<file path="src/hw/rtl/trace_record_framer_macros.svh">
// Assertion macros for the trace record framer.
`ifndef TRACE_RECORD_FRAMER_MACROS_SVH
`define TRACE_RECORD_FRAMER_MACROS_SVH
`ifndef SYNTH
`define TRF_ASSERT_IMP(label, clk, rst_n, ante, cons, msg) \
	label: assert property (@(posedge clk) disable iff (!rst_n) (ante) |-> (cons)) \
		else $error(msg);
`define TRF_ASSERT_NXT(label, clk, rst_n, ante, cons, msg) \
	label: assert property (@(posedge clk) disable iff (!rst_n) (ante) |=> (cons)) \
		else $error(msg);
`else
`define TRF_ASSERT_IMP(label, clk, rst_n, ante, cons, msg)
`define TRF_ASSERT_NXT(label, clk, rst_n, ante, cons, msg)
`endif
`endif

</file>
<file path="src/hw/rtl/trf_pkg.sv">
// Shared types, codes and constants of the trace record framer.
package trf_pkg;

	localparam int QUEUE_DEPTH_DEF = 4;
	localparam int CMD_BYTES = 6;
	localparam int CFG_INDEX_W = 3;
	localparam int CFG_DATA_W = 8;

	localparam logic [1:0] KIND_BEGIN = 2'd0;
	localparam logic [1:0] KIND_DATA  = 2'd1;
	localparam logic [1:0] KIND_END   = 2'd2;
	localparam logic [1:0] KIND_CLEAR = 2'd3;

	localparam logic [CFG_INDEX_W-1:0] REG_FLAG      = 3'd0;
	localparam logic [CFG_INDEX_W-1:0] REG_ESCAPE    = 3'd1;
	localparam logic [CFG_INDEX_W-1:0] REG_MASK      = 3'd2;
	localparam logic [CFG_INDEX_W-1:0] REG_CKS_EN    = 3'd3;
	localparam logic [CFG_INDEX_W-1:0] REG_SEQ_EN    = 3'd4;
	localparam logic [CFG_INDEX_W-1:0] REG_STAMP_LEN = 3'd5;

	localparam logic [7:0] FLAG_RESET   = 8'd126;
	localparam logic [7:0] ESCAPE_RESET = 8'd125;
	localparam logic [7:0] MASK_RESET   = 8'd32;
	localparam logic [2:0] STAMP_RESET  = 3'd2;

	typedef struct packed {
		logic [1:0]  kind;
		logic [31:0] payload;
		logic [2:0]  payload_bytes;
		logic [31:0] stamp;
	} rec_t;

	typedef struct packed {
		logic [7:0] out_byte;
		logic       run_end;
	} stream_t;

	typedef struct packed {
		logic [7:0] flag_value;
		logic [7:0] escape_value;
		logic [7:0] escape_mask;
		logic       checksum_enable;
		logic       sequence_enable;
		logic [2:0] stamp_bytes;
	} cfg_t;

	// One classified record item: n stuffed bytes, then optionally the raw flag.
	typedef struct packed {
		logic                      clr;
		logic                      cks;
		logic                      tail;
		logic [2:0]                n;
		logic [CMD_BYTES-1:0][7:0] data;
	} cmd_t;

endpackage

</file>
<file path="src/hw/rtl/trf_front.sv">
// Front end: accepts record items, numbers begin items and classifies them into commands.
module trf_front (
	input  logic           clk,
	input  logic           arst_n,
	input  trf_pkg::cfg_t  cfg,
	input  logic           record_valid,
	output logic           record_ready,
	input  trf_pkg::rec_t  record,
	output logic           push,
	output trf_pkg::cmd_t  cmd,
	input  logic           q_full
);
	import trf_pkg::*;

	logic [7:0] seq_q;
	logic [2:0] stamp_n;
	logic [2:0] data_n;

	assign record_ready = !q_full;
	assign push = record_valid && record_ready;

	always_comb begin
		case (cfg.stamp_bytes)
			3'd0: stamp_n = 3'd0;
			3'd1: stamp_n = 3'd1;
			3'd4: stamp_n = 3'd4;
			default: stamp_n = 3'd2;
		endcase
	end

	// clamp data length to 1..4
	always_comb begin
		if (record.payload_bytes == 3'd0)
			data_n = 3'd1;
		else if (record.payload_bytes > 3'd4)
			data_n = 3'd4;
		else
			data_n = record.payload_bytes;
	end

	always_comb begin
		cmd = '0;
		case (record.kind)
			KIND_BEGIN: begin
				cmd.clr = 1'b1;
				if (cfg.sequence_enable) begin
					cmd.data = {record.stamp, seq_q, record.payload[7:0]};
					cmd.n = 3'(stamp_n + 3'd2);
				end else begin
					cmd.data = {8'h00, record.stamp, record.payload[7:0]};
					cmd.n = 3'(stamp_n + 3'd1);
				end
			end
			KIND_DATA: begin
				cmd.data = {16'h0000, record.payload};
				cmd.n = data_n;
			end
			KIND_END: begin
				cmd.cks = cfg.checksum_enable;
				cmd.tail = 1'b1;
				cmd.n = {2'b00, cfg.checksum_enable};
			end
			default: begin
				cmd.clr = 1'b1;
			end
		endcase
	end

	always_ff @(posedge clk or negedge arst_n) begin
		if (!arst_n) begin
			seq_q <= '0;
		end else if (push && record.kind == KIND_BEGIN && cfg.sequence_enable) begin
			seq_q <= 8'(seq_q + 8'd1);
		end
	end

endmodule

</file>
<file path="src/hw/rtl/trf_queue.sv">
// Command queue between the front end and the byte emitter.
module trf_queue #(
	parameter int DEPTH = trf_pkg::QUEUE_DEPTH_DEF
) (
	input  logic          clk,
	input  logic          arst_n,
	input  logic          push,
	input  trf_pkg::cmd_t wr_cmd,
	input  logic          pop,
	output trf_pkg::cmd_t head,
	output logic          full,
	output logic          empty
);
	import trf_pkg::*;

	localparam int PTR_W = (DEPTH > 1) ? $clog2(DEPTH) : 1;
	localparam int CNT_W = $clog2(DEPTH + 1);
	localparam logic [PTR_W-1:0] LAST_PTR = PTR_W'(DEPTH - 1);
	localparam logic [CNT_W-1:0] FULL_CNT = CNT_W'(DEPTH);

	cmd_t             mem_q [DEPTH];
	logic [PTR_W-1:0] wr_ptr_q;
	logic [PTR_W-1:0] rd_ptr_q;
	logic [CNT_W-1:0] count_q;
	logic             do_push;
	logic             do_pop;

	assign full = count_q == FULL_CNT;
	assign empty = count_q == '0;
	assign head = mem_q[rd_ptr_q];
	assign do_push = push && !full;
	assign do_pop = pop && !empty;

	always_ff @(posedge clk) begin
		if (do_push)
			mem_q[wr_ptr_q] <= wr_cmd;
	end

	always_ff @(posedge clk or negedge arst_n) begin
		if (!arst_n) begin
			wr_ptr_q <= '0;
			rd_ptr_q <= '0;
			count_q <= '0;
		end else begin
			if (do_push)
				wr_ptr_q <= (wr_ptr_q == LAST_PTR) ? '0 : PTR_W'(wr_ptr_q + 1'b1);
			if (do_pop)
				rd_ptr_q <= (rd_ptr_q == LAST_PTR) ? '0 : PTR_W'(rd_ptr_q + 1'b1);
			if (do_push && !do_pop)
				count_q <= CNT_W'(count_q + 1'b1);
			else if (do_pop && !do_push)
				count_q <= CNT_W'(count_q - 1'b1);
		end
	end

endmodule

</file>
<file path="src/hw/rtl/trf_back.sv">
// Back end: expands commands into stuffed stream bytes and keeps the running sum.
module trf_back (
	input  logic             clk,
	input  logic             arst_n,
	input  trf_pkg::cfg_t    cfg,
	input  trf_pkg::cmd_t    head,
	input  logic             empty,
	output logic             pop,
	output logic             stream_valid,
	input  logic             stream_ready,
	output trf_pkg::stream_t stream
);
	import trf_pkg::*;

	logic [2:0] idx_q;
	logic       esc_pend_q;
	logic [7:0] esc_byte_q;
	logic [7:0] sum_q;
	logic       valid_q;
	stream_t    out_q;

	logic       slot_free;
	logic       in_tail;
	logic       last_byte;
	logic [7:0] sum_base;
	logic [7:0] cur;
	logic       needs_esc;
	logic       emit;
	logic       add_sum;
	logic       step;
	logic       set_pend;
	logic       skip;
	stream_t    nxt;

	assign slot_free = !valid_q || stream_ready;
	assign in_tail = idx_q == head.n;
	assign last_byte = (3'(idx_q + 3'd1) == head.n) && !head.tail;
	assign sum_base = (head.clr && idx_q == 3'd0) ? 8'h00 : sum_q;

	always_comb begin
		if (head.cks)
			cur = 8'(8'h00 - sum_base);
		else if (idx_q < 3'(CMD_BYTES))
			cur = head.data[idx_q];
		else
			cur = 8'h00;
	end

	assign needs_esc = cur == cfg.flag_value || cur == cfg.escape_value;

	always_comb begin
		emit = 1'b0;
		add_sum = 1'b0;
		step = 1'b0;
		set_pend = 1'b0;
		skip = 1'b0;
		nxt = '0;
		if (!empty) begin
			if (head.n == 3'd0 && !head.tail) begin
				// clear item: no bytes, drop it and reset the running sum
				skip = 1'b1;
			end else if (slot_free) begin
				emit = 1'b1;
				if (esc_pend_q) begin
					nxt.out_byte = esc_byte_q;
					nxt.run_end = last_byte;
					step = 1'b1;
				end else if (in_tail) begin
					nxt.out_byte = cfg.flag_value;
					nxt.run_end = 1'b1;
				end else if (needs_esc) begin
					nxt.out_byte = cfg.escape_value;
					nxt.run_end = 1'b0;
					set_pend = 1'b1;
					add_sum = 1'b1;
				end else begin
					nxt.out_byte = cur;
					nxt.run_end = last_byte;
					step = 1'b1;
					add_sum = 1'b1;
				end
			end
		end
	end

	assign pop = skip || (emit && nxt.run_end);

	always_ff @(posedge clk or negedge arst_n) begin
		if (!arst_n) begin
			idx_q <= '0;
			esc_pend_q <= 1'b0;
			sum_q <= '0;
			valid_q <= 1'b0;
		end else begin
			if (skip)
				sum_q <= 8'h00;
			else if (add_sum)
				sum_q <= 8'(sum_base + cur);
			if (set_pend)
				esc_pend_q <= 1'b1;
			else if (step)
				esc_pend_q <= 1'b0;
			if (pop)
				idx_q <= '0;
			else if (step)
				idx_q <= 3'(idx_q + 3'd1);
			if (emit)
				valid_q <= 1'b1;
			else if (stream_ready)
				valid_q <= 1'b0;
		end
	end

	always_ff @(posedge clk) begin
		if (set_pend)
			esc_byte_q <= cur ^ cfg.escape_mask;
		if (emit)
			out_q <= nxt;
	end

	assign stream_valid = valid_q;
	assign stream = out_q;

endmodule

</file>
<file path="src/hw/rtl/trace_record_framer.sv">
// Top level of the trace record framer: registers, front end, queue and byte emitter.
//
// Record items enter on record_valid/record_ready/record; each beat is a begin,
// data, end or clear item. Framed bytes leave on stream_valid/stream_ready/stream,
// one byte per beat, with run_end set on the last byte caused by an item.
// Registers are written through cfg_we/cfg_index/cfg_data, with no wait.
//
// An item is classified in the cycle it is accepted and queued; the byte emitter
// takes it from the queue head and the output byte is registered. The emitter
// puts out one byte per cycle while the receiver takes them: an escaped byte
// goes out as two bytes, and a clear item is dropped with no byte. Record beats
// are taken every cycle while the queue of QUEUE_DEPTH commands has room.
//
// Reset clears the queue, the running sum and the sequence number and loads the
// register defaults. When the receiver stalls, the output byte holds, the emitter
// stops and the queue fills; record_ready drops once it is full.
module trace_record_framer #(
	parameter int QUEUE_DEPTH = trf_pkg::QUEUE_DEPTH_DEF
) (
	input  logic                                clk,
	input  logic                                arst_n,
	input  logic                                cfg_we,
	input  logic [trf_pkg::CFG_INDEX_W-1:0]     cfg_index,
	input  logic [trf_pkg::CFG_DATA_W-1:0]      cfg_data,
	input  logic                                record_valid,
	output logic                                record_ready,
	input  trf_pkg::rec_t                       record,
	output logic                                stream_valid,
	input  logic                                stream_ready,
	output trf_pkg::stream_t                    stream
);
	import trf_pkg::*;
	`include "trace_record_framer_macros.svh"

	cfg_t cfg_q;
	cmd_t front_cmd;
	cmd_t head;
	logic push;
	logic pop;
	logic q_full;
	logic q_empty;

	always_ff @(posedge clk or negedge arst_n) begin
		if (!arst_n) begin
			cfg_q.flag_value <= FLAG_RESET;
			cfg_q.escape_value <= ESCAPE_RESET;
			cfg_q.escape_mask <= MASK_RESET;
			cfg_q.checksum_enable <= 1'b1;
			cfg_q.sequence_enable <= 1'b1;
			cfg_q.stamp_bytes <= STAMP_RESET;
		end else if (cfg_we) begin
			case (cfg_index)
				REG_FLAG:      cfg_q.flag_value <= cfg_data;
				REG_ESCAPE:    cfg_q.escape_value <= cfg_data;
				REG_MASK:      cfg_q.escape_mask <= cfg_data;
				REG_CKS_EN:    cfg_q.checksum_enable <= cfg_data[0];
				REG_SEQ_EN:    cfg_q.sequence_enable <= cfg_data[0];
				REG_STAMP_LEN: cfg_q.stamp_bytes <= cfg_data[2:0];
				default: ;
			endcase
		end
	end

	trf_front u_front (
		.clk          (clk),
		.arst_n       (arst_n),
		.cfg          (cfg_q),
		.record_valid (record_valid),
		.record_ready (record_ready),
		.record       (record),
		.push         (push),
		.cmd          (front_cmd),
		.q_full       (q_full)
	);

	trf_queue #(
		.DEPTH (QUEUE_DEPTH)
	) u_queue (
		.clk    (clk),
		.arst_n (arst_n),
		.push   (push),
		.wr_cmd (front_cmd),
		.pop    (pop),
		.head   (head),
		.full   (q_full),
		.empty  (q_empty)
	);

	trf_back u_back (
		.clk          (clk),
		.arst_n       (arst_n),
		.cfg          (cfg_q),
		.head         (head),
		.empty        (q_empty),
		.pop          (pop),
		.stream_valid (stream_valid),
		.stream_ready (stream_ready),
		.stream       (stream)
	);

	// an escape prefix beat is always followed at once by the escaped byte
	`TRF_ASSERT_NXT(a_esc_follows, clk, arst_n, stream_valid && stream_ready && !stream.run_end && stream.out_byte == cfg_q.escape_value && !cfg_we, stream_valid, "escape prefix not followed by a byte")
	// a stalled front end means the queue holds work
	`TRF_ASSERT_IMP(a_full_not_empty, clk, arst_n, !record_ready, !q_empty, "queue full and empty at once")
	// nothing leaves the emitter without a queued command behind it
	`TRF_ASSERT_IMP(a_pop_has_cmd, clk, arst_n, pop, !q_empty, "pop from empty queue")

endmodule

</file>
<file path="config.mk">
export PLATFORM = sky130hd
export DESIGN_NAME = trace_record_framer
export DESIGN_NICKNAME = d
export VERILOG_FILES = /design/src/hw/rtl/trf_pkg.sv /design/src/hw/rtl/trf_front.sv /design/src/hw/rtl/trf_queue.sv /design/src/hw/rtl/trf_back.sv /design/src/hw/rtl/trace_record_framer.sv
export VERILOG_INCLUDE_DIRS = /design/src /design/src/hw/rtl
export SDC_FILE = /design/constraint.sdc
export NUM_CORES = 1
export LEC_CHECK = 0
export BUFFER_PORTS_ARGS = -buffer_cell sky130_fd_sc_hd__clkbuf_2
export CAP_MARGIN = 20
export CORE_MARGIN = 2
export CORE_UTILIZATION = 45
export DETAILED_ROUTE_END_ITERATION = 6
export RECOVER_POWER = 25
export SLEW_MARGIN = 20
export SYNTH_ARGS = -nofsm -noshare
export SYNTH_HDL_FRONTEND = slang
export SYNTH_SLANG_ARGS = --single-unit
</file>
<file path="constraint.sdc">
create_clock -name clk -period 7.11 [get_ports clk]
set_input_delay 1.0665 -clock clk [delete_from_list [all_inputs] [get_ports clk]]
set_output_delay 1.0665 -clock clk [all_outputs]
set_load 0.01 [all_outputs]
</file>
Word level (Yosys, flattened, before mapping)
Memories as Yosys holds them, arrays and structs flattened.
Cells that the tools add are included.
- register bits: 74
- RAM bits: 216
- output and inout port bits: 11
- memories kept: 1
- add/subtract/negate cells: 10
- $lt $le $gt $ge: 3
- equality and inequality tests: 16
- mux-type cells: 55
- bitwise operators: 2
- reduce and logical (&&, ||, !) cells: 40
- memories (memory ; depth ; bits a word ; rd ports ; clocked after Yosys merged registers in ; wr ports ; RTL line ; source):
    u_queue.mem_q ; 4 ; 54 ; 1 ; 0 ; 1 ; trf_queue.sv:21 ; cmd_t mem_q [DEPTH];
- operators by type and width (kind ; count):
    one-hot mux 48 bit (2 select lines) ; 1
    2-to-1 mux 51 bit ; 1
    2-to-1 mux 8 bit ; 6
    2-to-1 mux 1 bit ; 32
    2-to-1 mux 9 bit ; 3
    binary-select mux 8 bit (select 3 bit) ; 1
    zero test 3 bit ; 6
    2-to-1 mux 3 bit ; 6
    one-hot mux 3 bit (3 select lines) ; 2
    == test 8 bit ; 2
    == test 3 bit (second input constant) ; 4
    AND reduction 2 bit ; 6
    logical AND 1 bit ; 11
    nonzero test 2 bit ; 5
    adder 3 x 1 -> 3 bit (second input constant) ; 3
    adder 8 x 1 -> 8 bit (second input constant) ; 1
    adder 8 bit ; 1
    subtractor 1 x 8 -> 8 bit (first input constant) ; 1
    XOR 8 bit ; 1
    == test 2 bit (second input constant) ; 3
    == test 3 x 1 -> 1 bit (second input constant) ; 2
    == test 3 x 2 -> 1 bit (second input constant) ; 2
    == test 3 bit ; 2
    zero test 1 bit ; 6
    13 further kinds ; 18

Longest topological paths before layout
Gate-level depths: netlist of run 1.
- depth after elaboration: 19
- mapped depth: 25
- mapped depth without buffers: 22

Cells and area by module
Synthesis of run 1 repeated with hierarchy kept, for this count alone.
- cell total of the unflattened synthesis: 907
- area, all modules: 13972.2 um2
- by module, submodules not included (module ; times used ; cells an instance ; area each (um2)):
    trf_queue ; 1 ; 319 ; 8252.9
    trf_back ; 1 ; 373 ; 3148.0
    trf_front ; 1 ; 149 ; 1412.6
    trace_record_framer ; 1 ; 66 ; 1158.6

Worst setup path after synthesis of run 1
No wires, ideal clock.
- kind: register to register
- from: register u_back.idx_q[0]
- to: register u_queue.count_q[2]
- library setup time: 0.079 ns
- arrival: 5.053 ns
- data required time: 7.031 ns
- setup slack: 1.977 ns
- cell stages (with the launch flop): 26
- path buffers: 3
- clock period less this slack: 5.133 ns
- cell sequence: dfrtp_1 buf_6 buf_4 inv_1 ha_1 nor2b_1 nand2_1 buf_4 nand2_1 ha_1 nand2_1 mux2i_1 a2bb2oi_1 a32oi_1 xor2_1 a2111o_1 nor3_2 nor2_2 o41a_4 inv_1 ha_1 inv_1 fa_1 xor2_1 nor2_1 xor2_1
- word-level cells in the longest chain between the ends: 19
- elaborated cells on any way between the ends: 30
- classes of those cells: add/sub: 2; order compare: 1; eq/ne: 4; mux: 12; reduce/logical: 11
- ends and longest elaborated chain (item ; RTL line ; source):
    start, declared ; trf_back.sv:15 ; logic [2:0] idx_q;
    start signal, assigned ; trf_back.sv:106 ; idx_q <= 3'(idx_q + 3'd1);
    zero test 3 bit ; trf_back.sv:38 ; assign sum_base = (head.clr && idx_q == 3'd0) ? 8'h00 : sum_q;
    logical AND 1 bit ; trf_back.sv:38 ;
    2-to-1 mux 8 bit ; trf_back.sv:38 ;
    subtractor 1 x 8 -> 8 bit ; trf_back.sv:42 ; cur = 8'(8'h00 - sum_base);
    2-to-1 mux 8 bit ; trf_back.sv:41 ; if (head.cks)
    == test 8 bit ; trf_back.sv:49 ; assign needs_esc = cur == cfg.flag_value || cur == cfg.escape_value;
    logical OR 1 bit ; trf_back.sv:49 ;
    2-to-1 mux 9 bit ; trf_back.sv:71 ; end else if (needs_esc) begin
    [3 not listed] ; -- ;
    2-to-1 mux 1 bit * ; trf_back.sv:59 ; if (head.n == 3'd0 && !head.tail) begin
    2-to-1 mux 1 bit * ; trf_back.sv:58 ; if (!empty) begin
    logical AND 1 bit * ; trf_back.sv:86 ; assign pop = skip || (emit && nxt.run_end);
    logical OR 1 bit * ; trf_back.sv:86 ;
    logical AND 1 bit * ; trf_queue.sv:32 ; assign do_pop = pop && !empty;
    zero test 1 bit ; trf_queue.sv:49 ; if (do_push && !do_pop)
    logical AND 1 bit ; trf_queue.sv:49 ;
    2-to-1 mux 3 bit or nonzero test 2 bit (tied branches) ; -- ;
    end signal, assigned ; trf_queue.sv:50 ; count_q <= CNT_W'(count_q + 1'b1);
    end signal, assigned ; trf_queue.sv:52 ; count_q <= CNT_W'(count_q - 1'b1);
    end, declared ; trf_queue.sv:24 ; logic [CNT_W-1:0] count_q;
Every way passes the cells marked *; elsewhere a longest branch is shown, timed or not. The select of a mux whose other input is x is not followed.
A chain may end at the register's enable or synchronous reset.

Final worst setup path of run 1
- from: register u_queue.rd_ptr_q[0]
- to: register u_queue.count_q[2]
- word-level cells in the longest chain between the ends: 19
- elaborated cells on any way between the ends: 35
- classes of those cells: add/sub: 1; eq/ne: 4; mux: 16; reduce/logical: 13; memory: 1
- ends and longest elaborated chain (item ; RTL line ; source):
    start, declared ; trf_queue.sv:23 ; logic [PTR_W-1:0] rd_ptr_q;
    start signal, assigned ; trf_queue.sv:48 ; rd_ptr_q <= (rd_ptr_q == LAST_PTR) ? '0 : PTR_W'(rd_ptr_q + 1'b1);
    memory read (4 x 54 bit) * ; -- ;
    logical AND 1 bit or binary-select mux 8 bit (select 3 bit) (tied branches) ; trf_back.sv:38, trf_back.sv:44 ;
    2-to-1 mux 8 bit (on tied branches) ; trf_back.sv:38, trf_back.sv:44 ;
    subtractor 1 x 8 -> 8 bit or 2-to-1 mux 8 bit (tied branches) ; trf_back.sv:42, trf_back.sv:43 ;
    2-to-1 mux 8 bit ; trf_back.sv:41 ;
    == test 8 bit ; trf_back.sv:49 ;
    logical OR 1 bit ; trf_back.sv:49 ;
    2-to-1 mux 9 bit ; trf_back.sv:71 ;
    [3 not listed] ; -- ;
    2-to-1 mux 1 bit ; trf_back.sv:59 ;
    2-to-1 mux 1 bit ; trf_back.sv:58 ;
    logical AND 1 bit ; trf_back.sv:86 ;
    logical OR 1 bit * ; trf_back.sv:86 ;
    logical AND 1 bit * ; trf_queue.sv:32 ;
    zero test 1 bit ; trf_queue.sv:49 ;
    logical AND 1 bit ; trf_queue.sv:49 ;
    2-to-1 mux 3 bit or nonzero test 2 bit (tied branches) ; -- ;
Marked as above.

==> results of run 1 <==
[power by group through the flow]
stage | Clock, uW | Sequential, uW | Combinational (uW)
floorplan | 0 | 2520 | 2340
global placement | 0 | 2650 | 2950
detailed placement | 0 | 2650 | 2980
CTS | 1570 | 2620 | 2990
global route | 1640 | 2660 | 3270
finish | 1540 | 2620 | 2990
[kinds of logic (layout without fill, tap and decap cells)]
logic type / after synthesis / in the layout / synth area share
compound gates: 160 / 160 / 0.08746
buf+inv: 77 / 193 / 0.02637
simple gates: 205 / 205 / 0.08110
flops: 290 / 290 / 0.6135
mux: 150 / 150 / 0.1423
xor+xnor: 42 / 42 / 0.02673
fa+ha+maj: 24 / 24 / 0.02255
[worst max-delay path, delay by kind of cell (launching register included)]
kind	cells	cell delay, ps
AOI/OAI and AO/OA	4	1810
and+or+nand+nor	5	1080
adders and majority gates	3	870
DFF	1	830
muxes	1	650
xor gates and xnor gates	3	440
buffers and inverters	2	130
[metal layers]
metal  GRT usage  share of wire  vias to the layer above  routed length, um
li1            -              -                     3867                  -
met1      0.2956           0.44                     4209              14520
met2      0.3393           0.48                      236              15610
met3     0.02841          0.053                       52               1730
met4     0.06640          0.030                        0                994
met5           0              0                        -                  0
[registers in the layout, indices dropped and copies added (netlist names)]
name,flops
u_queue.mem_q,216
cfg_q,29
u_back.stream,9
u_back.esc_byte_q,8
u_back.sum_q,8
u_front.seq_q,8
u_back.idx_q,3
u_queue.count_q,3
u_queue.rd_ptr_q,2
u_queue.wr_ptr_q,2
u_back.esc_pend_q,1
u_back.stream_valid,1
[final timing paths]
kind / start / to / slack [ps] / cells past startpoint
worst max-delay path: u_queue.rd_ptr_q[0] / u_queue.count_q[2] / 1200 / 18
worst min-delay path: u_front.seq_q[7] / u_front.seq_q[7] / 470 / 1
worst max register to register: u_queue.rd_ptr_q[0] / u_queue.count_q[2] / 1200 / 18
worst min register to register: u_front.seq_q[7] / u_front.seq_q[7] / 470 / 1
max in group asynchronous: arst_n / u_queue.rd_ptr_q[0] / 2980 / 2
min in group asynchronous: arst_n / u_queue.wr_ptr_q[1] / 1740 / 2
[synthesized netlist by cell type, drive strengths merged, types with 24 or more instances]
cell type / number / area share
a21oi: 31 / 0.012
a22o: 26 / 0.017
buf: 24 / 0.012
clkbuf: 28 / 0.0076
dfrtp: 41 / 0.075
edfxtp: 233 / 0.51
inv: 25 / 0.0068
mux2: 56 / 0.046
mux2i: 64 / 0.047
mux4: 30 / 0.049
nand2: 40 / 0.011
nand3: 28 / 0.010
nor2: 33 / 0.0092
nor2b: 27 / 0.012
xor2: 24 / 0.015
[through the flow]
stage	power (uW)	utilization	setup slack [ps]
floorplan	4854	-	1977
global placement	5600	0.4813	1431
detailed placement	5629	0.4813	1236
CTS	7180	0.5132	1220
global route	7575	0.5121	819.7
finish	7139	0.5121	1196
[area by class of cell]
type,instances,share of cell area
multi-input combinational,581,0.3198
tap,396,0.03188
inverter,25,0.006038
clock buffer,40,0.05338
clock inverter,18,0.008936
timing repair buffer,110,0.03639
sequential,290,0.5436
==> results by group, run 1 <==
Timing
  – Worst rel slew slack: -1.269
  – Fin crit share: 0.8318
  – Clock Skews: 10.22 ps
  – Setup-failing EPs final: 0
  – Worst hold slack: 472.1 ps
  – Achievable Freq: 169.1 MHz
  – Setup TNS: 0 ps
  – Max-slew violations: 105
  – RSZ-0062 raised after global routing: no
  – Tmin final: 5914 ps
  – Worst slew pin tran: 3404 ps
  – Hold Vio Cnt, Final: 0

Die
  – Initial core utilization: 0.4535
  – Die W: 178.9 um
  – I/O pin count: 96
  – Row cnt: 64
  – Die ar.: 0.03200 sq mm
  – Core area: 0.03035 sq mm
  – Die Height: 178.9 um

CTS
  – Clock transition at path regs: 60 ps
  – Post-cts sizing count: 0
  – Clock Root Buffer: clkbuf_16
  – Sink Count: 290
  – Clock insertion delay at the later pin of the skew report: 560 ps
  – Post-CTS setup buffers: 0
  – CTS buffer count: 31
  – Hold_buf cts: 0
  – CTS tree: built
  – Htree depth: 1
  – CTS max path bufs: 3

Finish
  – FILL cells: 2604
  – Final Cell Area: 0.01554 sq mm
  – Area grow syn2layout: 12.93%
  – Antenna Diode Count: 0
  – FF+latch area: 0.008448 sq mm
  – Most frequent cells in the layout: edfxtp_1 (233), clkbuf_2 (92), mux2i_1 (64)
  – Layout cell share with drive strength beyond 1: 0.2528
  – Non-Filler Instances: 1460
  – Multi-input logic area: 0.004970 sq mm
  – Layout Nets: 1146
  – Most common library cell in the layout ignoring fill and taps: edfxtp_1

Placed design
  – DP Wirelength: 21.96 mm
  – Placer Congestion: 0.8478
  – Count of input and output buffers: 95
  – Placed cell count: 1402
  – Post-DP Area: 0.01461 sq mm

Logic synthesis
  – Async set or reset register ratio after synthesis: 0.1966
  – Post-synth top flop: edfxtp_1
  – Mean Syn Cell Area: 14.52 sq um
  – #FFs+latches synth: 290
  – Register area share after synthesis: 0.6135
  – Post-synthesis cell count: 948
  – Post-synth EDFFs: 233
  – Post-Syn Nets: 1055
  – YS warnings: 0
  – Yosys cell types: 81
  – Cell area after synthesis: 0.01376 sq mm

Worst hold path
  – Hold WC Path Type: reg -> reg

Pwr
  – Switching power: 2669 uW
  – Combinational power share: 0.418
  – Pint: 4469 uW
  – Sequential power share: 0.366
  – Clock power share: 0.215
  – Leak: 0.005821 uW
  – Max IR drop VDD: 0.2011 mV
  – Sw Share: 0.3739
  – Power Density: 459.3 mW/mm^2

Routing
  – 1st-pass router iterations: 5
  – Drt drc: 0
  – Iteration-0 DRC Markers: 633
  – Drt wl/cell: 22.51 um
  – Vias: 8364
  – Routed Antenna Nets: 0
  – Final wirelength: 32.86 mm
  – Mean number of vias per cell: 5.729

Run
  – Max-cap violations: 2

GRT
  – Total global-route track usage: 0.2100
  – Largest net degree at the start of global routing: 58
  – Initial antenna violation count: 0
  – Gr ovfl total: 0
  – First-pass GRT wire length: 50.06 mm
  – Vias in the first global route: 8240

Worst setup path
  – Worst-path fanout max: 34
  – Endpoint class of the critical path: flip-flop
  – Worst stage delay on the critical path: 830 ps
  – CP cell instances: mux4_2 > nand2_1 > nand2_1 > ha_1 > a2bb2oi_1 > a32oi_1 > xor2_1 > a2111o_1 > nor3_2 > nor2_2 > o41a_4 > inv_1 > ha_1 > inv_1 > fa_1 > xor2_1 > nor2_1 > xor2_1
  – Startpoint Class: flip-flop
  – Critical-path top delay cell: dfrtp_4
  – Crit path arrival time: 6400 ps
  – CP Data Required Time: 7590 ps
  – Crit Path Class: reg -> reg
  – Most frequent CP cell: xor2_1

Outcome
  – Status: finished, violations left
  – Failing checks: max-capacitance violations, max-slew violations
(Power assumes the default switching activity.)
==> run 2: changes to the inputs <==
--- a/config.mk
+++ b/config.mk
@@ -6,6 +6,7 @@
 export SDC_FILE = /design/constraint.sdc
 export NUM_CORES = 1
 export LEC_CHECK = 0
+export ABC_AREA = 1
 export BUFFER_PORTS_ARGS = -buffer_cell sky130_fd_sc_hd__clkbuf_2
 export CAP_MARGIN = 20
 export CORE_MARGIN = 2
==> constraint.sdc (replaced) <==
create_clock -name clk -period 5.6 [get_ports clk]
set_input_delay 0.84 -clock clk [delete_from_list [all_inputs] [get_ports clk]]
set_output_delay 0.84 -clock clk [all_outputs]
set_load 0.01 [all_outputs]
==> run 2 against run 1 <==
Effect of this change:
- the run still ends with max-capacitance violations, max-slew violations left
- via count is 24% higher
- clock-buffer cell count is 2 lower
- register-to-register slack lost 380 ps
- final area is 2.2% higher
- die area grew 1.9%
- routed wire length grew 7.8%
- global-route usage up 0.69 points
- clock skew up 2.5 ps
==> results by group, run 2 <==
Logic synthesis
  – Post-synth top area cell: edfxtp_1
  – Post-synth EDFFs: 233 (unchanged)
  – #FFs+latches synth: 290 (unchanged)
  – Most frequent cells after synthesis: nand2_1 (357), edfxtp_1 (233), nor2_1 (165)
  – Post-Syn Nets: 1572 (+49%)
  – Cell area after synthesis: 0.01403 sq mm (+1.9%)
  – Most common cell in the netlist: nand2_1
  – Async set or reset register ratio after synthesis: 0.1966 (unchanged)
  – Post-synth top flop: edfxtp_1
  – Yosys top cell area share: 0.4987 (-0.009703)
  – Mean Syn Cell Area: 9.577 sq um (-34%)
  – Yosys cell types: 45 (-44%)
  – Area contributors post-synth: edfxtp_1 (50%), nand2_1 (9.6%), dfrtp_1 (7.3%), o21ai_0 (4.9%), nor2_1 (4.4%)
  – Post-synthesis cell count: 1465 (+55%)
  – YS warnings: 0 (unchanged)
  – Register area share after synthesis: 0.6018 (-0.01171)

Worst setup path
  – Critical-path top delay cell: dfrtp_1
  – Setup slack, reg-to-reg: 820 ps (-380 ps)
  – Crit Path Class: reg -> reg
  – Most frequent CP cell: nand2_1
  – Crit path buf inv count: 4 (+2)
  – Worst stage delay on the critical path: 610 ps (-220 ps)
  – Worst-path fanout max: 17 (-50%)
  – Startpoint Class: flip-flop
  – CP Data Required Time: 6040 ps (-1550 ps)
  – Crit path arrival time: 5220 ps (-1180 ps)
  – Endpoint class of the critical path: flip-flop
  – Worst path top cell family by delay: simple AND/OR/NAND/NOR gates

Placed design
  – Post-DP Area: 0.01479 sq mm (+1.2%)
  – Count of input and output buffers: 95 (unchanged)
  – DP Wirelength: 23.15 mm (+5.4%)
  – Placer Congestion: 0.9217 (+8.7%)

GRT
  – Gr ovfl total: 0 (unchanged)
  – Total global-route track usage: 0.2169 (+0.006919)
  – Initial antenna violation count: 0 (unchanged)
  – Largest net degree at the start of global routing: 99 (+71%)
  – Vias in the first global route: 9660 (+17%)
  – First-pass GRT wire length: 55.27 mm (+10%)

Finish
  – Most common library cell in the layout ignoring fill and taps: nand2_1
  – Layout Nets: 1653 (+44%)
  – Area grow syn2layout: 13.23%
  – Layout cell share with drive strength beyond 1: 0.1338 (-0.1191)
  – Final Cell Area: 0.01589 sq mm (+2.2%)
  – Most frequent cells in the layout: nand2_1 (357), edfxtp_1 (233), nor2_1 (163)
  – FF+latch area: 0.008448 sq mm (unchanged)
  – Antenna Diode Count: 0 (unchanged)
  – Max FFs per register: 216 (unchanged)
  – Multi-input logic area: 0.004697 sq mm (-5.5%)
  – FILL cells: 2766 (+6.2%)
  – Biggest register: u_queue.mem_q

Timing
  – Tmin final: 4782 ps (-1132 ps)
  – Worst rel slew slack: -1.278 (-0.008570)
  – Hold Vio Cnt, Final: 0 (unchanged)
  – Achievable Freq: 209.1 MHz (+24%)
  – Setup-failing EPs final: 0 (unchanged)
  – Clock Skews: 12.71 ps (+2.491 ps)
  – Fin crit share: 0.8539 (+0.02207)
  – Worst hold slack: 471.6 ps (-0.5360 ps)
  – Setup TNS: 0 ps (unchanged)
  – Worst slew pin tran: 3416 ps (+12.85 ps)
  – RSZ-0062 raised after global routing: no
  – Max-slew violations: 82 (-22%)

Pwr
  – Switching power: 3879 uW (+45%)
  – Leak: 0.006652 uW (+14%)
  – Sequential power share: 0.341 (-0.025)
  – Sw Share: 0.4091 (+0.03517)
  – Max IR drop VDD: 0.2764 mV (+37%)
  – Combinational power share: 0.425 (+0.007)
  – Clock power share: 0.233 (+0.018)
  – Power Density: 596.9 mW/mm^2 (+30%)
  – Pint: 5603 uW (+25%)

Routing
  – Routed Antenna Nets: 0 (unchanged)
  – Met2 wire len: 15.35 mm (-1.7%)
  – Drt drc: 0 (unchanged)
  – Final wirelength: 35.41 mm (+7.8%)
  – Iteration-0 DRC Markers: 909 (+44%)
  – 1st-pass router iterations: 5 (unchanged)
  – Vias: 10381 (+24%)
  – Top layer reached by signal wires: met4
  – Mean number of vias per cell: 5.280 (-7.8%)
  – WL met3: 2.367 mm (+37%)
  – Met1 Wirelength: 16.91 mm (+16%)
  – Drt wl/cell: 18.01 um (-20%)

Die
  – Row cnt: 64 (unchanged)
  – Core area: 0.03067 sq mm (+1.1%)
  – I/O pin count: 96 (unchanged)
  – Die ar.: 0.03261 sq mm (+1.9%)
  – Die W: 180.6 um (+0.95%)
  – Die Height: 180.6 um (+0.95%)
  – Initial core utilization: 0.4574 (+0.003995)

CTS
  – Clock Root Buffer: clkbuf_16
  – Hold_buf cts: 0 (unchanged)
  – Sink Count: 290 (unchanged)
  – CTS buffer count: 30 (-3.2%)
  – Post-cts sizing count: 0 (unchanged)
  – Clock transition at path regs: 70 ps (about the same)
  – Clock insertion delay at the later pin of the skew report: 560 ps (about the same)
  – Htree depth: 1 (unchanged)
  – Post-CTS setup buffers: 0 (unchanged)
  – CTS max path bufs: 3 (unchanged)
  – CTS tree: built

Outcome
  – Status: finished, violations left
  – Failing checks: max-capacitance violations, max-slew violations

Run
  – Max-cap violations: 2 (unchanged)

Worst hold path
  – Hold WC Path Type: reg -> reg
run 2: worst paths after layout:
| check | startpoint | end | depth (start not counted) |
|---|---|---|---|
| hold / removal | u_front.seq_q[7] | u_front.seq_q[7] | 1 |
| setup / recovery | u_back.idx_q[1] | u_queue.count_q[2] | 29 |
| setup reg to reg | u_back.idx_q[1] | u_queue.count_q[2] | 29 |
| max in group asynchronous | arst_n | u_queue.rd_ptr_q[0] | 2 |
| hold reg to reg | u_front.seq_q[7] | u_front.seq_q[7] | 1 |
| min in group asynchronous | arst_n | u_back.sum_q[4] | 2 |
run 2: per-stage QoR:
step / setup slack (ps) / power (uW) / cells / util
6_report: 818.1 / 9483 / 1966 / 0.5180
5_1_grt: 332.1 / 10180 / 1966 / 0.5180
4_1_cts: 873.1 / 9531 / 1965 / 0.5190
3_5_place_dp: 915.2 / 7309 / 1909 / 0.4822
3_3_place_gp: 1023 / 7269 / 1909 / 0.4822
2_1_floorplan: 1559 / 6226 / 1465 / -
run 2: layer usage:
metal | track usage | vias up
li1 | - | 5089
met1 | 0.3325 | 4917
met4 | 0.05871 | 0
met2 | 0.3231 | 330
met3 | 0.03052 | 45
met5 | 0 | -
run 2: cell type report:
type / instances / share of cell area
sequential: 290 / 0.5318
multi-input combinational: 972 / 0.2957
clock buffer: 38 / 0.05434
timing repair buffer: 112 / 0.03725
inverter: 140 / 0.03308
tap: 396 / 0.03119
clock inverter: 18 / 0.01670
run 2: power groups by stage:
stage,Clock [uW],Sequential (uW),Combinational (uW)
final,2210,3240,4030
after global routing,2350,3290,4550
after CTS,2250,3240,4040
after detailed placement,0,3270,4030
after global placement,0,3270,4000
after floorplan,0,3180,3050
run 2: cell families (layout without fill, tap and decap cells):
logic type | Yosys count | count (layout) | share of synthesized area
and+or+nand+nor | 695 | 695 | 0.2081
adders and majority gates | 22 | 22 | 0.02069
xor gates and xnor gates | 25 | 25 | 0.01561
DFF | 290 | 290 | 0.6018
AOI/OAI and AO/OA | 229 | 229 | 0.08856
buffers and inverters | 203 | 308 | 0.06448
muxes | 1 | 1 | 0.0008026
